==> src/rtl/mkh_pkg.sv <==
// Shared constants and types of the multi-column key hasher.
package mkh_pkg;

  // Stream field widths.
  localparam int WORD_W = 64;
  localparam int LEN_W  = 16;
  localparam int HALF_W = WORD_W / 2;

  // Largest column length that is honored; longer lengths are clamped.
  localparam logic [LEN_W-1:0] MAX_COLUMN_BYTES = 16'hFFFF;

  // Murmur hash constants.
  localparam logic [WORD_W-1:0] MH_SEED  = 64'h0000_0000_c70f_6907;
  localparam logic [WORD_W-1:0] MH_MUL   = 64'hc6a4_a793_5bd1_e995;
  localparam int                MH_SHIFT = 47;

  // Golden-ratio combine constants.
  localparam logic [WORD_W-1:0] GOLDEN   = 64'h9e37_79b9_7f4a_7c15;
  localparam int                COMB_SHL = 12;
  localparam int                COMB_SHR = 4;

  // Step code of the shared multiplier: one 32x32 partial product per step before DONE.
  localparam logic [1:0] MSTEP_LO_LO = 2'd0;
  localparam logic [1:0] MSTEP_HI_LO = 2'd1;
  localparam logic [1:0] MSTEP_LO_HI = 2'd2;
  localparam logic [1:0] MSTEP_DONE  = 2'd3;

  // Handshake between the sequencer and the shared multiplier.
  typedef struct packed {
    logic go;
    logic done;
  } mul_ctl_t;

  // Murmur shift-xor step.
  function automatic logic [WORD_W-1:0] shift_xor(input logic [WORD_W-1:0] v);
    shift_xor = v ^ (v >> MH_SHIFT);
  endfunction

endpackage

==> src/rtl/multi_column_key_hasher_core.sv <==
// Top level of the multi-column key hasher: stream ports, sequencer and datapath registers.
//
//  Channel | Direction | Payload
//  --------+-----------+--------------------------------------------------------------
//  in_     | input     | tdata = key_word, column_bytes; tlast = last_word_of_column;
//          |           | tuser = last_column_of_row
//  out_    | output    | tdata = row_hash (one item per row)
//
// Every 64-bit multiply runs through the LO_LO, HI_LO, LO_HI and DONE steps of the shared
// 32x32 multiplier, which sets the rate. A full word passes one decode step and three
// multiplies, a part-word the decode step and one multiply. The first word of a column adds
// the seed multiply, the last word finalization and combine, and a row end the hand-over step.
// The block takes no new item until the current one is finished.
// Reset is synchronous and active low and clears all hash state.
// A row hash still waiting on the output holds the next row end in its hand-over step,
// and no new item is taken until the output register frees.
module multi_column_key_hasher_core
  import mkh_pkg::*;
(
  input  logic              clk,
  input  logic              rst_n,
  input  logic              in_tvalid,
  output logic              in_tready,
  input  logic [79:0]       in_tdata,   // [63:0] key_word, [79:64] column_bytes
  input  logic              in_tlast,   // last_word_of_column
  input  logic [0:0]        in_tuser,   // [0] last_column_of_row
  output logic              out_tvalid,
  input  logic              out_tready,
  output logic [63:0]       out_tdata   // [63:0] row_hash
);

  typedef enum logic [9:0] {
    ST_IDLE   = 10'b00_0000_0001,
    ST_SEED   = 10'b00_0000_0010,
    ST_DECIDE = 10'b00_0000_0100,
    ST_BODY1  = 10'b00_0000_1000,
    ST_BODY2  = 10'b00_0001_0000,
    ST_BODY3  = 10'b00_0010_0000,
    ST_TAIL   = 10'b00_0100_0000,
    ST_FIN    = 10'b00_1000_0000,
    ST_COMB   = 10'b01_0000_0000,
    ST_EMIT   = 10'b10_0000_0000
  } state_t;

  state_t             state_r, state_nxt;
  logic               open_r, open_nxt;
  logic [LEN_W-1:0]   bc_r, bc_nxt;
  logic [WORD_W-1:0]  ch_r, ch_nxt;
  logic [WORD_W-1:0]  comb_r, comb_nxt;
  logic               out_valid_r, out_valid_nxt;
  logic [WORD_W-1:0]  out_data_r, out_data_nxt;
  logic [WORD_W-1:0]  word_r, word_nxt;
  logic [LEN_W-1:0]   len_r, len_nxt;
  logic               lastw_r, lastw_nxt;
  logic               lastc_r, lastc_nxt;
  logic [WORD_W-1:0]  op_r, op_nxt;
  logic [2:0]         rem_r, rem_nxt;

  logic [LEN_W-1:0]   in_len;
  logic [LEN_W-1:0]   rem_full;
  logic [WORD_W-1:0]  tail_word;
  logic [WORD_W-1:0]  mul_res;
  mul_ctl_t           mul_ctl;
  logic               in_fire;

  // Shared multiplier.
  assign mul_ctl.go = (state_r == ST_SEED)  || (state_r == ST_BODY1) ||
                      (state_r == ST_BODY2) || (state_r == ST_BODY3) ||
                      (state_r == ST_TAIL)  || (state_r == ST_FIN);

  mkh_mul u_mul (
    .clk   (clk),
    .rst_n (rst_n),
    .go    (mul_ctl.go),
    .op    (op_r),
    .done  (mul_ctl.done),
    .res   (mul_res)
  );

  assign in_tready  = (state_r == ST_IDLE);
  assign in_fire    = in_tvalid && in_tready;
  assign out_tvalid = out_valid_r;
  assign out_tdata  = out_data_r;

  // Clamp the column length to the supported maximum.
  assign in_len = (in_tdata[79:64] > MAX_COLUMN_BYTES) ? MAX_COLUMN_BYTES : in_tdata[79:64];

  // Bytes still owed by the open column.
  assign rem_full = (len_r > bc_r) ? (len_r - bc_r) : '0;

  // Keep only the remaining bytes of a part-word.
  always_comb begin
    tail_word = word_r;
    for (int i = 0; i < 8; i++) begin
      if (i >= int'(rem_full[2:0])) begin
        tail_word[i*8 +: 8] = 8'h00;
      end
    end
  end

  // Sequencer and datapath.
  always_comb begin
    state_nxt     = state_r;
    open_nxt      = open_r;
    bc_nxt        = bc_r;
    ch_nxt        = ch_r;
    comb_nxt      = comb_r;
    out_valid_nxt = out_valid_r;
    out_data_nxt  = out_data_r;
    word_nxt      = word_r;
    len_nxt       = len_r;
    lastw_nxt     = lastw_r;
    lastc_nxt     = lastc_r;
    op_nxt        = op_r;
    rem_nxt       = rem_r;

    if (out_valid_r && out_tready) begin
      out_valid_nxt = 1'b0;
    end

    case (state_r)
      ST_IDLE: begin
        if (in_fire) begin
          word_nxt  = in_tdata[63:0];
          len_nxt   = in_len;
          lastw_nxt = in_tlast;
          lastc_nxt = in_tuser[0];
          if (!open_r) begin
            // A new column starts from the seed term of its length.
            op_nxt    = {{(WORD_W-LEN_W){1'b0}}, in_len};
            bc_nxt    = '0;
            open_nxt  = 1'b1;
            state_nxt = ST_SEED;
          end else begin
            state_nxt = ST_DECIDE;
          end
        end
      end
      ST_SEED: begin
        if (mul_ctl.done) begin
          ch_nxt    = MH_SEED ^ mul_res;
          state_nxt = ST_DECIDE;
        end
      end
      ST_DECIDE: begin
        rem_nxt = rem_full[2:0];
        if (rem_full >= LEN_W'(8)) begin
          op_nxt    = word_r;
          state_nxt = ST_BODY1;
        end else if (rem_full != '0) begin
          op_nxt    = ch_r ^ tail_word;
          state_nxt = ST_TAIL;
        end else if (lastw_r) begin
          op_nxt    = shift_xor(ch_r);
          state_nxt = ST_FIN;
        end else begin
          state_nxt = ST_IDLE;
        end
      end
      ST_BODY1: begin
        if (mul_ctl.done) begin
          op_nxt    = shift_xor(mul_res);
          state_nxt = ST_BODY2;
        end
      end
      ST_BODY2: begin
        if (mul_ctl.done) begin
          op_nxt    = ch_r ^ mul_res;
          state_nxt = ST_BODY3;
        end
      end
      ST_BODY3, ST_TAIL: begin
        if (mul_ctl.done) begin
          ch_nxt = mul_res;
          if (state_r == ST_BODY3) begin
            bc_nxt = bc_r + LEN_W'(8);
          end else begin
            bc_nxt = bc_r + {{(LEN_W-3){1'b0}}, rem_r};
          end
          if (lastw_r) begin
            op_nxt    = shift_xor(mul_res);
            state_nxt = ST_FIN;
          end else begin
            state_nxt = ST_IDLE;
          end
        end
      end
      ST_FIN: begin
        if (mul_ctl.done) begin
          op_nxt    = shift_xor(mul_res);
          state_nxt = ST_COMB;
        end
      end
      ST_COMB: begin
        // Fold the finished column hash into the row hash and close the column.
        comb_nxt  = comb_r ^ (op_r + GOLDEN + (comb_r << COMB_SHL) + (comb_r >> COMB_SHR));
        open_nxt  = 1'b0;
        ch_nxt    = '0;
        bc_nxt    = '0;
        state_nxt = lastc_r ? ST_EMIT : ST_IDLE;
      end
      ST_EMIT: begin
        if (!out_valid_r || out_tready) begin
          out_valid_nxt = 1'b1;
          out_data_nxt  = comb_r;
          comb_nxt      = '0;
          state_nxt     = ST_IDLE;
        end
      end
      default: begin
        state_nxt = ST_IDLE;
      end
    endcase
  end

  always_ff @(posedge clk) begin
    if (!rst_n) begin
      state_r     <= ST_IDLE;
      open_r      <= 1'b0;
      bc_r        <= '0;
      ch_r        <= '0;
      comb_r      <= '0;
      out_valid_r <= 1'b0;
    end else begin
      state_r     <= state_nxt;
      open_r      <= open_nxt;
      bc_r        <= bc_nxt;
      ch_r        <= ch_nxt;
      comb_r      <= comb_nxt;
      out_valid_r <= out_valid_nxt;
    end
    out_data_r <= out_data_nxt;
    word_r     <= word_nxt;
    len_r      <= len_nxt;
    lastw_r    <= lastw_nxt;
    lastc_r    <= lastc_nxt;
    op_r       <= op_nxt;
    rem_r      <= rem_nxt;
  end

`ifndef ASSERT_OFF
  // A closed column holds no hash state between items.
  a_closed_clean: assert property (@(posedge clk) disable iff (!rst_n)
    (state_r == ST_IDLE && !open_r) |-> (bc_r == '0 && ch_r == '0))
    else $error("closed column left hash state behind");

  // The multiplier only finishes while the sequencer waits on it.
  a_done_in_mul_state: assert property (@(posedge clk) disable iff (!rst_n)
    mul_ctl.done |-> mul_ctl.go)
    else $error("multiplier finished outside a multiply step");

  // An accepted item always starts work.
  a_accept_starts: assert property (@(posedge clk) disable iff (!rst_n)
    in_fire |=> (state_r == ST_SEED || state_r == ST_DECIDE))
    else $error("accepted item did not start work");

  // A row end with a free output register hands the row hash over at once.
  a_emit_loads: assert property (@(posedge clk) disable iff (!rst_n)
    (state_r == ST_EMIT && !out_valid_r) |=> (out_valid_r && state_r == ST_IDLE))
    else $error("row hash not handed over");

  // The row hash restarts from zero after each emitted row.
  a_comb_cleared: assert property (@(posedge clk) disable iff (!rst_n)
    (state_r == ST_EMIT && (!out_valid_r || out_tready)) |=> (comb_r == '0))
    else $error("row hash not cleared after emit");
`endif

endmodule

==> src/rtl/mkh_mul.sv <==
// Shared iterative 64-bit multiplier by the Murmur constant (low 64 bits of the product).
module mkh_mul
  import mkh_pkg::*;
(
  input  logic              clk,
  input  logic              rst_n,
  input  logic              go,
  input  logic [WORD_W-1:0] op,
  output logic              done,
  output logic [WORD_W-1:0] res
);

  logic [1:0]          step_r, step_nxt;
  logic [WORD_W-1:0]   acc_r, acc_nxt;
  logic [HALF_W-1:0]   mul_x, mul_y;
  logic [WORD_W-1:0]   prod;

  // Pick the operand halves for this step; the high-by-high term never reaches the low word.
  always_comb begin
    case (step_r)
      MSTEP_LO_LO: begin
        mul_x = op[HALF_W-1:0];
        mul_y = MH_MUL[HALF_W-1:0];
      end
      MSTEP_HI_LO: begin
        mul_x = op[WORD_W-1:HALF_W];
        mul_y = MH_MUL[HALF_W-1:0];
      end
      default: begin
        mul_x = op[HALF_W-1:0];
        mul_y = MH_MUL[WORD_W-1:HALF_W];
      end
    endcase
  end

  // One 32x32 multiplier shared by all steps.
  assign prod = {{HALF_W{1'b0}}, mul_x} * {{HALF_W{1'b0}}, mul_y};

  // Accumulate the partial products; cross terms land in the upper half.
  always_comb begin
    acc_nxt  = acc_r;
    step_nxt = '0;
    if (go) begin
      step_nxt = step_r + 2'd1;
      case (step_r)
        MSTEP_LO_LO: acc_nxt = prod;
        MSTEP_HI_LO,
        MSTEP_LO_HI: acc_nxt = acc_r + {prod[HALF_W-1:0], {HALF_W{1'b0}}};
        default:     acc_nxt = acc_r;
      endcase
    end
  end

  always_ff @(posedge clk) begin
    if (!rst_n) begin
      step_r <= '0;
    end else begin
      step_r <= step_nxt;
    end
    acc_r <= acc_nxt;
  end

  assign done = go && (step_r == MSTEP_DONE);
  assign res  = acc_r;

endmodule

==> config.mk <==
export PLATFORM = sky130hd
export DESIGN_NAME = multi_column_key_hasher_core
export DESIGN_NICKNAME = d
export VERILOG_FILES = /design/src/rtl/mkh_pkg.sv /design/src/rtl/multi_column_key_hasher_core.sv /design/src/rtl/mkh_mul.sv
export SDC_FILE = /design/constraint.sdc
export NUM_CORES = 2
export LEC_CHECK = 0
export BUFFER_PORTS_ARGS = -buffer_cell sky130_fd_sc_hd__buf_4
export CAP_MARGIN = 20
export CELL_PAD_IN_SITES_DETAIL_PLACEMENT = 0
export CELL_PAD_IN_SITES_GLOBAL_PLACEMENT = 1
export CORE_ASPECT_RATIO = 0.6
export CORE_MARGIN = 5
export CORE_UTILIZATION = 45
export CTS_CLUSTER_DIAMETER = 40
export CTS_CLUSTER_SIZE = 10
export DETAILED_ROUTE_END_ITERATION = 6
export GPL_TIMING_DRIVEN = 0
export PLACE_DENSITY = 0.89
export SLEW_MARGIN = 10
export SYNTH_ARGS = -nofsm -noshare
export SYNTH_HDL_FRONTEND = slang
export SYNTH_SLANG_ARGS = --single-unit
==> constraint.sdc <==
create_clock -name clk -period 9.61 [get_ports clk]
set_clock_uncertainty 0.2 [all_clocks]
set_input_delay 1.922 -clock clk [delete_from_list [all_inputs] [get_ports clk]]
set_output_delay 1.922 -clock clk [all_outputs]
set_load 0.02 [all_outputs]
==> summary.md <==
| Metric | Value |
|---|---|
| Status | `finished, violations left` |
| Failing checks | `setup timing` |
| Via count | `44,900` |
| Rows | `97` |
| Count of cell types in the netlist | `87` |
| Share of synthesized flip-flops with an asynchronous set or reset | `0%` |
| Hold Path Class | `register to register` |
| Crit path max fanout | `8` |
| Crit end category | `register` |
| HPWL reported at the end of detailed placement | `180 mm` |
| CORE AREA | `116,000 um^2` |
| Largest net degree at the start of global routing | `66` |
| Initial antenna violation count | `14` |
| Seq/Total Area, Yosys | `21.8%` |
| Final WS setup | `-268 ps` |
| Post-synth EDFFs | `277` |
| R2R Path End | `u_mul.res[62]$_DFFE_PP_` |
| Cell Area, Synth | `52,600 um^2` |
| Die height | `275 um` |
| CTS root buffer | `clkbuf_16` |
| Grt ovf | `0` |
| Hold Buf Count CTS | `0` |
| Worst slew pin tran | `1240 ps` |
| Number of buffers inserted by port buffering | `151` |
| Synth Warn # | `0` |
| Post-synthesis instance total | `5,493` |
| Final count of hold timing violations | `0` |
| CTS tree | `built` |
| First-pass GRT wire length | `306 mm` |
| Max Clk Rate | `0.101 GHz` |
| Initial Utilization | `45.2%` |
| Min Tclk post-route | `9880 ps` |
| H-tree depth | `2` |
| R2R Setup Slk | `-270 ps` |
| Multiplexer share of the synthesized area | `1.47%` |
| RSZ-0062 raised after global routing | `true` |
| Die Width | `451 um` |
| Synth Area in XOR/XNOR | `3.51%` |
| WL per Instance | `29.4 um` |
| DRT iter0 DRCs | `6,411` |
| Crit-path max cell delay | `650 ps` |
| # clock sinks | `435` |
| Final wirelength | `218 mm` |
| Largest family of logic cells by synthesized area | `adder cells` |
| Slew Limit Fails | `0` |
| FF-to-FF path depth | `35` |
| Kind of critical path | `register to register` |
| Post-synthesis adder-cell area fraction | `39.4%` |
| # IOs | `152` |
| Worst hold stages | `0` |
| #FFs+latches synth | `435` |
| Layout filler cell count | `10,700` |
| Post-synthesis compound-gate area fraction | `14.8%` |
| Vias/cell | `6.06` |
| GRT Util Overall | `34.4%` |
| Ys flop type | `edfxtp_1` |
| CP most frequent cell | `ha_4` |
| Final setup viols | `8` |
| CTS Buf Count | `52` |
| Crit path DAT | `10,060 ps` |
| Worst r2r src | `u_mul.step_r[1]$_SDFF_PN0_` |
| Vias in the first global route | `42,100` |
| Clk_lat worst skew | `630 ps` |
| Worst EP required | `9790 ps` |
| Hold Path End | `out_tdata[2]$_DFFE_PP_` |
| Max Cap Viol | `0` |
| Layout cells sized above 1 | `12.0%` |
| Final GP Congestion | `1.05` |
| Critical path startpoint category | `register` |
| Post-Place Setup Slack | `-3040 ps` |
| Critical-path top delay cell | `fa_2` |
| Clock tree buffer depth | `3` |
| Slew Limit Headroom | `17.5%` |
| Post-route DRC | `0` |
| Final Cycle Share | `103%` |
| DRT Pass-1 Iters | `6` |
| Clock Pin Slew Worst Setup and Hold Paths | `60 ps` |
| Full die area | `124,000 um^2` |
| Hold Startpoint | `comb_r[2]$_SDFFE_PN0P_` |
| Post-route ant nets | `0` |
| Area Overhead vs Synth | `14.3%` |
| Post-Syn Area per Cell | `9.57 um^2` |
| Nets | `7,173` |
| Post-synthesis simple-gate area fraction | `10.5%` |
[synth_stat cells (7+ instances only)]
library cell,count,area share (%)
mux2_2,26,0.56
o221a_2,7,0.15
a21o_1,157,2.2
nand2_1,317,2.3
o211ai_1,29,0.41
o21bai_1,26,0.37
o21ai_1,10,0.095
nor2_1,279,2.0
or2_2,17,0.20
and3_1,22,0.26
o211a_1,32,0.61
o21ai_0,261,2.5
clkbuf_1,162,1.2
buf_2,10,0.095
dfxtp_1,158,6.0
o22ai_1,22,0.26
xnor2_1,150,2.5
ha_1,600,14
nor2b_1,33,0.39
o2111ai_1,26,0.43
inv_1,961,6.9
a21oi_1,327,3.1
a21boi_0,67,0.96
nand3_1,159,1.5
o31ai_1,19,0.27
nand4_1,55,0.65
edfxtp_1,277,16
fa_1,658,25
a31oi_1,41,0.49
a221o_1,17,0.32
buf_1,18,0.13
nand2b_1,29,0.35
mux2i_1,48,0.91
a211oi_1,20,0.29
xor2_1,58,0.97
nor3_1,58,0.55
nor3b_1,30,0.43
and2_1,50,0.60
o21a_1,21,0.30
a221oi_1,11,0.18
nor4_1,16,0.19
a22oi_1,23,0.33
or3_1,56,0.67
o221ai_1,24,0.40
and4_1,7,0.12
[flip-flops by register name, indices dropped and copies added, names as in the netlist, 16 cells and up]
| name | flops |
|---|---|
| u_mul.res | 64 |
| out_tdata | 64 |
| op_r | 64 |
| comb_r | 64 |
| word_r | 64 |
| bc_r | 16 |
| len_r | 16 |
| ch_r | 64 |
[worst max-delay path: cells and delay by family (launching register included)]
family	cells	cell delay [ps]
AOI/OAI and AO/OA	8	1700
adders and majority gates	11	4580
xor gates and xnor gates	1	190
buffers and inverters	8	1090
and+or+nand+nor	5	920
DFF	1	370
muxes	2	580
[layer usage]
metal	global-route usage (%)	vias up	part of all wire, %
li1	-	19300	-
met1	51.3	22300	44
met2	40.9	2978	35
met3	20.5	334	19
met4	7.59	14	2.8
met5	1.94	-	0.26
[metrics by stage]
stage          hold WS, ps  instance area [um^2]  setup TNS [ps]  cells  utilization, %
2_1_floorplan          208                 52600               0   5494               -
3_3_place_gp           214                 55600         -123790   7179            47.8
3_5_place_dp           218                 56000          -78160   7202            48.1
4_1_cts                230                 59300           -12.2   7361            51.0
5_1_grt                240                 60000           -1800   7405            51.6
6_report               230                 60100           -1060   7414            51.7
[timing repair]
action | in CTS | in global routing
pin swaps | 34 | 62
buffers inserted | 73 | 45
gates cloned | 1 | 0
gates resized for setup | 266 | 113
endpoints found under the setup margin | 46 | 19
[layout by cell type (no fill, tap or decap), types with 30 or more instances in the layout]
| master | instances |
|---|---|
| o21ai_0 | 249 |
| nor3_1 | 53 |
| nand4_1 | 55 |
| o211a_1 | 32 |
| a31oi_1 | 37 |
| clkbuf_16 | 57 |
| xnor2_1 | 138 |
| a21oi_1 | 308 |
| edfxtp_1 | 277 |
| inv_1 | 919 |
| dfxtp_1 | 156 |
| clkinvlp_4 | 31 |
| a21o_1 | 157 |
| fa_1 | 643 |
| and2_1 | 50 |
| nor3b_1 | 30 |
| buf_4 | 275 |
| mux2i_1 | 33 |
| nand3_1 | 158 |
| nor2b_1 | 31 |
| clkbuf_1 | 168 |
| ha_1 | 575 |
| nor2_1 | 240 |
| a21boi_0 | 63 |
| nand2_1 | 306 |
| or3_1 | 56 |
| xor2_1 | 49 |
[cells by family (layout without fill, tap and decap cells)]
group                      after synthesis  after routing
xor gates and xnor gates               209            209
and+or+nand+nor                       1151           1151
DFF                                    435            435
other                                    2             12
AOI/OAI and AO/OA                     1199           1199
muxes                                   74             74
buffers and inverters                 1165           1542
adders and majority gates             1258           1258
[how the worst max path moves through the flow]
stage | from | endpoint | slack [ps] | depth (start not counted)
6_report | u_mul.step_r[1]$_SDFF_PN0_ | u_mul.res[62]$_DFFE_PP_ | -270 | 35
3_3_place_gp | u_mul.step_r[1]$_SDFF_PN0_ | u_mul.res[62]$_DFFE_PP_ | -2990 | 35
4_1_cts | u_mul.step_r[0]$_SDFF_PN0_ | u_mul.res[63]$_DFFE_PP_ | -10 | 36
3_5_place_dp | u_mul.step_r[1]$_SDFF_PN0_ | u_mul.res[63]$_DFFE_PP_ | -3040 | 36
5_1_grt | u_mul.step_r[1]$_SDFF_PN0_ | u_mul.res[63]$_DFFE_PP_ | -300 | 38
2_1_floorplan | u_mul.step_r[0]$_SDFF_PN0_ | u_mul.res[63]$_DFFE_PP_ | 50 | 36
[final cells by class]
cell class | count | area [um^2] | share of cell area [%]
antenna | 9 | 22.5 | 0.0375
buffer | 186 | 907 | 1.51
clock buffer | 89 | 1520 | 2.54
clock inverter | 7 | 123 | 0.204
inverter | 967 | 3770 | 6.28
multi-input combinational | 3894 | 38000 | 63.2
sequential | 435 | 11500 | 19.1
tap | 1534 | 1920 | 3.20
timing repair buffer | 293 | 2360 | 3.94
Power is not shown: default switching activity piles up to over one toggle a cycle in this logic, so the estimate is an artifact.
